==> config.mk <==
export PLATFORM = sky130hd
export DESIGN_NAME = escape_sequence_decoder
export DESIGN_NICKNAME = d
export VERILOG_FILES = /design/src/rtl/esd_pkg.sv /design/src/rtl/escape_sequence_decoder.sv /design/src/rtl/esd_front.sv /design/src/rtl/esd_queue.sv /design/src/rtl/esd_back.sv
export SDC_FILE = /design/constraint.sdc
export NUM_CORES = 1
export LEC_CHECK = 0
export BUFFER_PORTS_ARGS = -buffer_cell sky130_fd_sc_hd__buf_4
export CELL_PAD_IN_SITES_DETAIL_PLACEMENT = 0
export CELL_PAD_IN_SITES_GLOBAL_PLACEMENT = 2
export CORE_MARGIN = 3
export CORE_UTILIZATION = 40
export CTS_CLUSTER_DIAMETER = 30
export DETAILED_ROUTE_END_ITERATION = 8
export GPL_TIMING_DRIVEN = 0
export HOLD_SLACK_MARGIN = 0.02
export PLACE_DENSITY_LB_ADDON = 0.2
export SYNTH_ARGS = -nofsm -noshare
export SYNTH_HDL_FRONTEND = slang
export SYNTH_SLANG_ARGS = --single-unit
==> constraint.sdc <==
create_clock -name clock -period 3.44 [get_ports clock]
set_input_delay 0.344 -clock clock [delete_from_list [all_inputs] [get_ports clock]]
set_output_delay 0.344 -clock clock [all_outputs]
set_load 0.03 [all_outputs]
==> src/rtl/esd_pkg.sv <==
`timescale 1ns / 1ps
// ----------------------------------------------------------------------------
// Escape sequence decoder package
// Shared types, character codes and helper functions.
// ----------------------------------------------------------------------------
package esd_pkg;

   localparam int QDEPTH = 4;
   localparam int QAW    = $clog2(QDEPTH);
   localparam int QCW    = $clog2(QDEPTH + 1);
   localparam int MAXOUT = 3;

   localparam logic [7:0] CHR_BSL = 8'h5C;
   localparam logic [7:0] CHR_X   = 8'h78;

   typedef struct packed {
      logic [7:0] in_byte;
      logic       end_of_line;
   } req_type;

   typedef struct packed {
      logic [7:0] out_byte;
      logic       run_end;
      logic       line_done;
   } rsp_type;

   // decoded bytes of one request; cnt is 1..3
   typedef struct packed {
      logic [MAXOUT-1:0][7:0] bytes;
      logic [1:0]             cnt;
      logic                   eol;
   } esd_entry_type;

   typedef struct packed {
      logic          valid;
      esd_entry_type entry;
   } esd_push_type;

   typedef struct packed {
      logic          valid;
      esd_entry_type entry;
   } esd_head_type;

   typedef enum logic [3:0] {
      PH_PLAIN = 4'b0001,
      PH_ESC   = 4'b0010,
      PH_HEX0  = 4'b0100,
      PH_HEX1  = 4'b1000
   } esd_phase_type;

   // {is_hex, value}
   function automatic logic [4:0] hex_digit(input logic [7:0] b);
      logic [4:0] r;
      r = 5'd0;
      if (b >= 8'h30 && b <= 8'h39) begin
         r = {1'b1, 4'(b - 8'h30)};
      end else if (b >= 8'h61 && b <= 8'h66) begin
         r = {1'b1, 4'(b - 8'h57)};
      end else if (b >= 8'h41 && b <= 8'h46) begin
         r = {1'b1, 4'(b - 8'h37)};
      end
      return r;
   endfunction

   // simple escapes; anything else (including backslash) maps to itself
   function automatic logic [7:0] esc_map(input logic [7:0] b);
      logic [7:0] r;
      case (b)
         8'h6E: r = 8'h0A;  // n
         8'h72: r = 8'h0D;  // r
         8'h74: r = 8'h09;  // t
         8'h76: r = 8'h0B;  // v
         8'h62: r = 8'h08;  // b
         8'h61: r = 8'h07;  // a
         8'h66: r = 8'h0C;  // f
         default: r = b;
      endcase
      return r;
   endfunction

endpackage

==> src/rtl/escape_sequence_decoder.sv <==
`timescale 1ns / 1ps
// ----------------------------------------------------------------------------
// Escape sequence decoder
// Decodes C-style backslash escapes in a byte stream, 0 to 3 bytes out each.
// ----------------------------------------------------------------------------
//  channel   direction  handshake              payload
//  req_      in         req_valid / req_stall  req_type (in_byte, end_of_line)
//  rsp_      out        rsp_valid / rsp_stall  rsp_type (out_byte, run_end,
//                                                        line_done)
//
//  One request per cycle enters while the 4-entry group queue has room.
//  The back end sends one byte per cycle while rsp_stall is low, so a request
//  that expands to two or three bytes holds the response side until all are sent.
//  A request's first response passes through the queue entry and then the registered response output.
//  Reset clears phase, queue pointers and the response valid.
//  rsp_stall backs up into the queue and then into req_stall.
// ----------------------------------------------------------------------------
module escape_sequence_decoder import esd_pkg::*; (
   input  logic    clock,
   input  logic    reset,
   input  logic    req_valid,
   output logic    req_stall,
   input  req_type req_data,
   output logic    rsp_valid,
   input  logic    rsp_stall,
   output rsp_type rsp_data
);

   esd_push_type push;
   esd_head_type head;
   logic         q_full;
   logic         pop;

   esd_front u_front (
      .clock     (clock),
      .reset     (reset),
      .req_valid (req_valid),
      .req_stall (req_stall),
      .req_data  (req_data),
      .q_full    (q_full),
      .push      (push)
   );

   esd_queue u_queue (
      .clock (clock),
      .reset (reset),
      .push  (push),
      .pop   (pop),
      .full  (q_full),
      .head  (head)
   );

   esd_back u_back (
      .clock     (clock),
      .reset     (reset),
      .head      (head),
      .pop       (pop),
      .rsp_valid (rsp_valid),
      .rsp_stall (rsp_stall),
      .rsp_data  (rsp_data)
   );

endmodule

==> src/rtl/esd_front.sv <==
`timescale 1ns / 1ps
// ----------------------------------------------------------------------------
// Escape sequence decoder front end
// Accepts raw bytes, tracks escape phase, builds the decoded byte group.
// ----------------------------------------------------------------------------
module esd_front import esd_pkg::*; (
   input  logic         clock,
   input  logic         reset,
   input  logic         req_valid,
   output logic         req_stall,
   input  req_type      req_data,
   input  logic         q_full,
   output esd_push_type push
);

   esd_phase_type phase_ff, phase_in;
   logic [7:0]    held_ff, held_in;
   esd_entry_type ent;
   logic [4:0]    hx;
   logic [4:0]    hx_held;
   logic          do_plain;
   logic [1:0]    pos;
   logic          accept;
   logic [7:0]    b;
   logic          eol;

   assign req_stall = q_full;
   assign accept    = req_valid && !q_full;
   assign b         = req_data.in_byte;
   assign eol       = req_data.end_of_line;

   always_comb begin
      hx        = hex_digit(b);
      hx_held   = hex_digit(held_ff);
      phase_in  = phase_ff;
      held_in   = held_ff;
      ent.bytes = '0;
      ent.cnt   = 2'd0;
      ent.eol   = eol;
      do_plain  = 1'b0;
      pos       = 2'd0;
      case (phase_ff)
         PH_PLAIN: begin
            do_plain = 1'b1;
         end
         PH_ESC: begin
            if (b == CHR_X) begin
               if (eol) begin
                  ent.bytes[0] = CHR_X;
                  ent.cnt      = 2'd1;
                  phase_in     = PH_PLAIN;
               end else begin
                  phase_in = PH_HEX0;
               end
            end else begin
               ent.bytes[0] = esc_map(b);
               ent.cnt      = 2'd1;
               phase_in     = PH_PLAIN;
            end
         end
         PH_HEX0: begin
            if (hx[4] && !eol) begin
               held_in  = b;
               phase_in = PH_HEX1;
            end else begin
               ent.bytes[0] = CHR_X;
               ent.cnt      = 2'd1;
               do_plain     = 1'b1;
               pos          = 2'd1;
            end
         end
         PH_HEX1: begin
            if (hx[4]) begin
               ent.bytes[0] = {hx_held[3:0], hx[3:0]};
               ent.cnt      = 2'd1;
               phase_in     = PH_PLAIN;
            end else begin
               // failed second digit: replay 'x' and the held digit, then decode the byte as plain
               ent.bytes[0] = CHR_X;
               ent.bytes[1] = held_ff;
               ent.cnt      = 2'd2;
               do_plain     = 1'b1;
               pos          = 2'd2;
            end
         end
         default: begin
            phase_in = PH_PLAIN;
         end
      endcase
      if (do_plain) begin
         if (b == CHR_BSL && !eol) begin
            phase_in = PH_ESC;
         end else begin
            ent.bytes[pos] = b;
            ent.cnt        = pos + 2'd1;
            phase_in       = PH_PLAIN;
         end
      end
      if (eol) begin
         phase_in = PH_PLAIN;
      end
   end

   assign push.valid = accept && (ent.cnt != 2'd0);
   assign push.entry = ent;

   always_ff @(posedge clock) begin
      if (reset) begin
         phase_ff <= PH_PLAIN;
         held_ff  <= 8'd0;
      end else if (accept) begin
         phase_ff <= phase_in;
         held_ff  <= held_in;
      end
   end

endmodule

==> src/rtl/esd_queue.sv <==
`timescale 1ns / 1ps
// ----------------------------------------------------------------------------
// Escape sequence decoder queue
// Short FIFO of decoded byte groups between front and back.
// ----------------------------------------------------------------------------
module esd_queue import esd_pkg::*; (
   input  logic         clock,
   input  logic         reset,
   input  esd_push_type push,
   input  logic         pop,
   output logic         full,
   output esd_head_type head
);

   esd_entry_type q_ff [QDEPTH];
   logic [QAW-1:0] wr_ff, wr_in;
   logic [QAW-1:0] rd_ff, rd_in;
   logic [QCW-1:0] cnt_ff, cnt_in;
   logic           do_push;
   logic           do_pop;

   assign full       = (cnt_ff == QCW'(QDEPTH));
   assign head.valid = (cnt_ff != '0);
   assign head.entry = q_ff[rd_ff];
   assign do_push    = push.valid && !full;
   assign do_pop     = pop && head.valid;

   always_comb begin
      wr_in  = do_push ? wr_ff + 1'b1 : wr_ff;
      rd_in  = do_pop  ? rd_ff + 1'b1 : rd_ff;
      cnt_in = cnt_ff + QCW'(do_push) - QCW'(do_pop);
   end

   always_ff @(posedge clock) begin
      if (do_push) begin
         q_ff[wr_ff] <= push.entry;
      end
   end

   always_ff @(posedge clock) begin
      if (reset) begin
         wr_ff  <= '0;
         rd_ff  <= '0;
         cnt_ff <= '0;
      end else begin
         wr_ff  <= wr_in;
         rd_ff  <= rd_in;
         cnt_ff <= cnt_in;
      end
   end

endmodule

==> src/rtl/esd_back.sv <==
`timescale 1ns / 1ps
// ----------------------------------------------------------------------------
// Escape sequence decoder back end
// Serializes each byte group onto the response channel, one byte a cycle while not stalled.
// ----------------------------------------------------------------------------
module esd_back import esd_pkg::*; (
   input  logic         clock,
   input  logic         reset,
   input  esd_head_type head,
   output logic         pop,
   output logic         rsp_valid,
   input  logic         rsp_stall,
   output rsp_type      rsp_data
);

   logic [1:0] idx_ff, idx_in;
   logic       rsp_valid_ff, rsp_valid_in;
   rsp_type    rsp_ff, rsp_in;
   logic       advance;
   logic       last;

   assign advance = !rsp_valid_ff || !rsp_stall;
   assign last    = (idx_ff == head.entry.cnt - 2'd1);
   assign pop     = advance && head.valid && last;

   always_comb begin
      idx_in       = idx_ff;
      rsp_valid_in = rsp_valid_ff;
      rsp_in       = rsp_ff;
      if (advance) begin
         rsp_valid_in = head.valid;
         if (head.valid) begin
            rsp_in.out_byte  = head.entry.bytes[idx_ff];
            rsp_in.run_end   = last;
            rsp_in.line_done = last && head.entry.eol;
            idx_in           = last ? 2'd0 : idx_ff + 2'd1;
         end
      end
   end

   always_ff @(posedge clock) begin
      rsp_ff <= rsp_in;
   end

   always_ff @(posedge clock) begin
      if (reset) begin
         idx_ff       <= 2'd0;
         rsp_valid_ff <= 1'b0;
      end else begin
         idx_ff       <= idx_in;
         rsp_valid_ff <= rsp_valid_in;
      end
   end

   assign rsp_valid = rsp_valid_ff;
   assign rsp_data  = rsp_ff;

endmodule

==> impl_metrics.yaml, run 1 <==
grt:
  grt-ovfl-total: 0
  gr-usage-met3: 0.0397
  grt_usage: 0.175
  grt_max_degree: 28
  grt_util_met1: 0.236
  gr-max-usage-layer: "met2"
  met2_usage: 0.275
  grt_pass1_vias: 3910
  antenna_found_initial: 0
  grt_pass1_wl_mm: 22.9
placement:
  post-place-cells: 696
  dpl.hpwl_mm: 9.73
  dp_worst_setup_slack_ns: -0.813
  dpl_cell_area_um2: 6960
  io_buffers: 22
  gp_congestion: 0.808
critical_path:
  crit_family: "adder cells"
  reg2reg_slack_ns: 0.23
  crit_type: "in2reg"
  cp_max_fo: 9
  r2r-start: "u_front.phase_ff[0]"
  start_kind: "primary input"
  worstPathArrival_ns: 3.54
  reg2reg_to: "u_queue.cnt_ff[2]"
  cp.required_ns: 3.73
  path_cells: "buf_4, clkinvlp_4, ha_1, and2_1, o311ai_4, buf_4, a21oi_4, nor2_2, ha_4, inv_1, nor4_4, a311oi_4, buf_4, ha_1, fa_1, xnor2_1, nor2_1"
  rr_worst_depth: 12
  path_buf_inv: 5
  cp-end-kind: "register"
  crit_path_top_delay_cell: "o311ai_4"
  slowest_delay_ns: 0.37
  crit_top_cell: "buf_4"
worst_hold_path:
  hold_start: "reset"
  worstHoldPathCells: 2
  hold_end: "u_queue.cnt_ff[0]"
  hp-class: "in2reg"
route:
  wl_per_cell_um: 20.2
  dr_total_vias: 3936
  postRouteAntennaNets: 0
  vias_per_cell: 5.33
  routed_wl_mm: 14.9
  drt-initial-drc-count: 270
  firstDrtPassIters: 4
  drc_errors: 0
layout:
  regArea_um2: 4020
  layout-drive-gt1-share: 0.226
  n_fill_cell: 1431
  nNetsFinal: 540
  multi_input_area_um2: 2390
  post-route-util: 0.482
  diodes: 0
  final_cell_area_um2: 7680
  syn2layout_area_growth_pct: 17.7
  instances_no_fill: 738
sta:
  worst_pin_slew_ns: 1.05
  final_hold_viol_count: 0
  setup_viol: 0
  setup_slack_ns: 0.192
  slew_violations: 0
  skew_ns: 0.0145
  relSlewSlack: 0.282
  hold_ws_ns: 0.121
  rsz0062_at_grt: "false"
  finalWorstPathRequiredPeriod_ns: 3.25
  max_freq_mhz: 308
  period_share: 0.944
logic_synthesis:
  synth_area_um2: 6520
  yosys.area.top_type_share: 0.543
  synth_nets: 489
  synth_warnings: 0
  avgSynthCellArea_um2: 14.2
  ys_seq_area_frac: 0.617
  synthTopCellsByCount: "118 x edfxtp_1, 31 x nand2_1, 27 x inv_1, 27 x mux4_2, 26 x nor2_1"
  async_flop_share: 0
  synth_cell_types: 61
  synth_area_leader_cell: "edfxtp_1"
  synth_edf_count: 118
  synthFlopType: "edfxtp_1"
  syn_inst: 458
  synth-seq-cells: 142
  netlist_top_cells_area: "edfxtp_1 54%, mux4_2 9.3%, dfxtp_1 7.4%"
  post-synth-top-count-cell: "edfxtp_1"
clock_network:
  cts_root_buf: "clkbuf_16"
  cts_tree: "done"
  path_clk_slew_ns: 0.06
  cts_hold_buf: 0
  cts_buffers: 17
  cts_sinks: 142
  cts_buffer_depth: 2
  clk_latency_ns: 0.42
  htreeDepth: 4
floorplan:
  start_util: 0.409
  core_area_um2: 15900
  die_x_um: 134
  die_area_um2: 17900
  rows: 46
  die_y_um: 134
  io_pins: 25
pwr:
  p_leak_nw: 2.56
  p_per_area_nw_per_um2: 681
  ir_worst_vdd_uv: 361
run:
  drv_cap: 0
outcome:
  outcome: "finished clean"
==> worst max-delay path by stage <==
stage / startpoint / to / slack [ns] / cells past startpoint
2_1_floorplan: req_data[2] / u_queue.cnt_ff[2] / 0.03 / 14
3_3_place_gp: req_data[2] / u_queue.q_ff[2][24] / -0.84 / 12
3_5_place_dp: req_data[2] / u_queue.q_ff[2][26] / -0.81 / 12
4_1_cts: req_data[2] / u_queue.cnt_ff[2] / 0.03 / 15
5_1_grt: req_data[1] / u_queue.cnt_ff[2] / 0.01 / 16
6_report: req_data[1] / u_queue.cnt_ff[2] / 0.19 / 17
==> state kept, by name, summed over array words and instances, names as in the netlist, named ones only <==
| register | cells |
|---|---|
| u_queue.q_ff | 108 |
| u_back.rsp_data | 10 |
| u_front.held_ff | 8 |
| u_front.phase_ff | 4 |
| u_queue.cnt_ff | 3 |
| u_back.idx_ff | 2 |
| u_queue.rd_ff | 2 |
| u_queue.wr_ff | 2 |
| u_back.rsp_valid | 1 |
==> placed cells by master (no fill, tap or decap), drive strengths merged, types with 6 or more instances in the layout <==
cell type,count
o31ai,6
a21oi,16
inv,26
mux2i,18
clkbuf,31
o21ai,15
dfxtp,24
nor2,26
nor4b,6
ha,17
clkinv,12
buf,41
nor3,8
nor4,6
and2,15
nand2b,6
mux4,27
edfxtp,118
o22ai,8
nand2,31
==> repair_timing <==
item,in CTS,in global routing
gates cloned,0,2
setup endpoints to repair,110,134
pin swaps,1,6
hold endpoints to repair,0,0
gates resized for setup,6,11
setup buffers,0,9
==> worst register-to-register path, stage by stage (launching register included) <==
cell and delay [ns]:
dfxtp_1 0.34, or4b_2 0.67, clkbuf_1 0.24, nor2_2 0.23, ha_4 0.16, inv_1 0.05
nor4_4 0.33, a311oi_4 0.08, buf_4 0.17, ha_1 0.21, fa_1 0.38, xnor2_1 0.18
nor2_1 0.05
==> report_power, final <==
group	leakage, nW	total [mW]	internal [mW]	switching (mW)
Clock	0.279	1.72	1.05	0.663
Sequential	1.29	2.23	2.15	0.0764
Combinational	0.985	1.28	0.518	0.765
==> cells by family after synthesis <==
group | synth area share
AO/OA/AOI/OAI | 0.0811
XOR/XNOR | 0.00806
adder cells (fa/ha/maj) | 0.0357
buffers and inverters | 0.0317
flip-flops | 0.617
multiplexers | 0.125
AND/OR/NAND/NOR | 0.102
==> metrics by stage <==
stage | setup TNS [ns] | power, mW
after floorplan | 0 | 3.12
after global routing | 0 | 5.49
final | 0 | 5.23
after detailed placement | -102.12 | 3.52
after global placement | -103.31 | 3.49
after CTS | 0 | 5.25
==> final cells by class <==
class,count,share of cell area
clock buffers,19,0.0564
repair buffers,31,0.0303
flip-flops and latches,142,0.524
inverters,28,0.0142
plain buffers,22,0.0127
multi-input cells,267,0.311
well taps,216,0.0352
clock inverters,13,0.0161
==> layer usage <==
layer	routed length [µm]	part of all wire
met1	6910	0.46
met5	0	0
met2	7250	0.49
met3	439	0.030
met4	274	0.018
Power figures use the tool's default switching activity.
==> run 2: changes to the inputs <==
--- a/config.mk
+++ b/config.mk
@@ -12,7 +12,7 @@
 export CORE_UTILIZATION = 40
 export CTS_CLUSTER_DIAMETER = 30
 export DETAILED_ROUTE_END_ITERATION = 8
-export GPL_TIMING_DRIVEN = 0
+export GPL_TIMING_DRIVEN = 1
 export HOLD_SLACK_MARGIN = 0.02
 export PLACE_DENSITY_LB_ADDON = 0.2
 export SYNTH_ARGS = -nofsm -noshare
==> constraint.sdc (replaced) <==
create_clock -name clock -period 3.7 [get_ports clock]
set_input_delay 0.37 -clock clock [delete_from_list [all_inputs] [get_ports clock]]
set_output_delay 0.37 -clock clock [all_outputs]
set_load 0.03 [all_outputs]
==> run 2 against run 1 <==
Power is 9.7% lower. Clock skew is 0.011 ns higher. Clock power down 12%. Sequential power shrank 6%. Utilization fell by 0.54 points. Wire length shrank 8.7%. Hold slack improved by 0.039 ns. Cell count shrank 1.8%. Setup slack improved by 0.41 ns. Sequential share of layout area is 0.61 points higher. Critical path depth is 2 lower. Critical endpoint unchanged. Largest cell class unchanged. Largest power group unchanged. Highest routed layer unchanged.
==> impl_metrics.yaml, run 2 (synthesis gave the netlist of run 1 again) <==
outcome:
  outcome: "finished clean"
clock_network:
  clk_latency_ns: 0.42
  cts_resized: 0
  cts_root_buf: "clkbuf_16"
  cts_tree: "done"
  cts_sinks: 142
  postCtsSetupBuffers: 0
  cts_buffers: 17
  path_clk_slew_ns: 0.06
  cts_hold_buf: 0
  cts_buffer_depth: 2
  htreeDepth: 4
critical_path:
  crit_type: "in2reg"
  crit_path_top_delay_cell: "a2111o_1"
  rr_worst_depth: 10
  path_cells: "buf_4, inv_1, ha_1, o21bai_1, a2111o_1, a21oi_1, nor2_1, ha_1, inv_1, nor4_1, a311oi_4, ha_1, fa_1, xnor2_1, nor2_1"
  r2r-start: "u_front.phase_ff[0]"
  cp_max_fo: 8
  reg2reg_to: "u_queue.cnt_ff[2]"
  crit_family: "adder cells"
  slowest_delay_ns: 0.44
  cp-startpoint: "req_data[2]"
  reg2reg_slack_ns: 0.68
  path_buf_inv: 3
  cp.required_ns: 4.00
  worstPathArrival_ns: 3.40
  crit_top_cell: "ha_1"
  cp-end-kind: "register"
  start_kind: "primary input"
sta:
  finalWorstPathRequiredPeriod_ns: 3.10
  hold_ws_ns: 0.161
  setup_slack_ns: 0.600
  worst_pin_slew_ns: 1.00
  skew_ns: 0.0253
  final_hold_viol_count: 0
  period_share: 0.838
  slew_violations: 0
  rsz0062_at_grt: "false"
  setup_viol: 0
  relSlewSlack: 0.313
  max_freq_mhz: 323
  setup-tns-final_ns: 0
floorplan:
  core_area_um2: 15900
  die_x_um: 134
  rows: 46
  start_util: 0.409
  die_y_um: 134
  die_area_um2: 17900
  io_pins: 25
layout:
  nNetsFinal: 527
  diodes: 0
  instances_no_fill: 725
  final_cell_mix: "118 x edfxtp_1, 38 x buf_4, 31 x nand2_1"
  largest_reg_flops: 108
  largest_register: "u_queue.q_ff"
  final_cell_area_um2: 7590
  mostFrequentLayoutCell: "edfxtp_1"
  layout-drive-gt1-share: 0.212
  post-route-util: 0.476
  syn2layout_area_growth_pct: 16.4
worst_hold_path:
  worstHoldPathCells: 2
  hold_start: "req_valid"
  hp-class: "in2reg"
  hold_end: "u_front.phase_ff[1]"
pwr:
  ir_worst_vdd_uv: 333
  p_per_area_nw_per_um2: 622
  switchingPower_mw: 1.33
  p_int_mw: 3.40
  seq_power_share: 0.442
  combinationalPowerShare: 0.236
  p_clk_frac: 0.322
  power.total_mw: 4.72
  p_leak_nw: 2.55
  p_sw_frac: 0.281
placement:
  io_buffers: 24
  dp_worst_setup_slack_ns: 0.166
  dpl_cell_area_um2: 7060
  dpl.hpwl_mm: 9.24
  gp_congestion: 0.882
  post-place-cells: 693
route:
  drt-initial-drc-count: 172
  wl_per_cell_um: 18.7
  dr_total_vias: 3831
  vias_per_cell: 5.28
  firstDrtPassIters: 5
  drc_errors: 0
  routed_wl_mm: 13.6
  postRouteAntennaNets: 0
grt:
  grt_usage: 0.162
  antenna_found_initial: 0
  grt-ovfl-total: 0
  grt_max_degree: 28
  grt_pass1_wl_mm: 21.8
  grt_pass1_vias: 3933
run:
  drv_cap: 0
-- run 2: changes by cell type in the layout (fill, tap and decap cells not counted), sizes merged --
| cell | delta |
|---|---|
| inv | +1 |
| and2 | -2 |
| buf | +1 |
| bufinv | -1 |
| clkinv | -3 |
| clkinvlp | +2 |
| clkbuf | -11 |
-- run 2: area by class of cell --
type	count	area, µm²
clock buffer	20	437
clock inverter	12	97.6
fill	1397	8350
inverter	28	105
multi-input combinational	265	2290
sequential	142	4030
tap	216	270
timing repair buffer	42	365
-- run 2: how the worst max path moves through the flow --
stage | slack (ns) | cells past startpoint | to
detailed placement | 0.17 | 15 | u_queue.cnt_ff[2]
finish | 0.60 | 15 | u_queue.cnt_ff[2]
floorplan | 0.08 | 11 | u_queue.q_ff[2][0]
global route | 0.42 | 15 | u_queue.cnt_ff[2]
CTS | 0.62 | 15 | u_queue.cnt_ff[2]
global placement | 0.25 | 15 | u_queue.cnt_ff[2]
-- run 2: worst reg2reg max path, stage by stage (launching register included) --
cell and delay [ns]:
dfxtp_1 0.34, or4b_2 0.79, nor2_1 0.20, ha_1 0.17, inv_1 0.04, nor4_1 0.44
a311oi_4 0.10, ha_1 0.24, fa_1 0.38, xnor2_1 0.16, nor2_1 0.05
-- run 2: power groups by stage --
stage	Sequential, mW	Clock, mW	Combinational [mW]
floorplan	2.22	0	0.685
global placement	2.12	0	1.15
detailed placement	2.12	0	1.14
CTS	2.09	1.57	1.14
global route	2.11	1.64	1.23
finish	2.09	1.52	1.11
-- run 2: per-layer routing --
layer	GRT usage	vias to the layer above	part of all wire
li1	-	1841	-
met1	0.223	1915	0.48
met2	0.258	67	0.48
met3	0.0317	8	0.032
met4	0.0611	0	0.011
met5	0	-	0
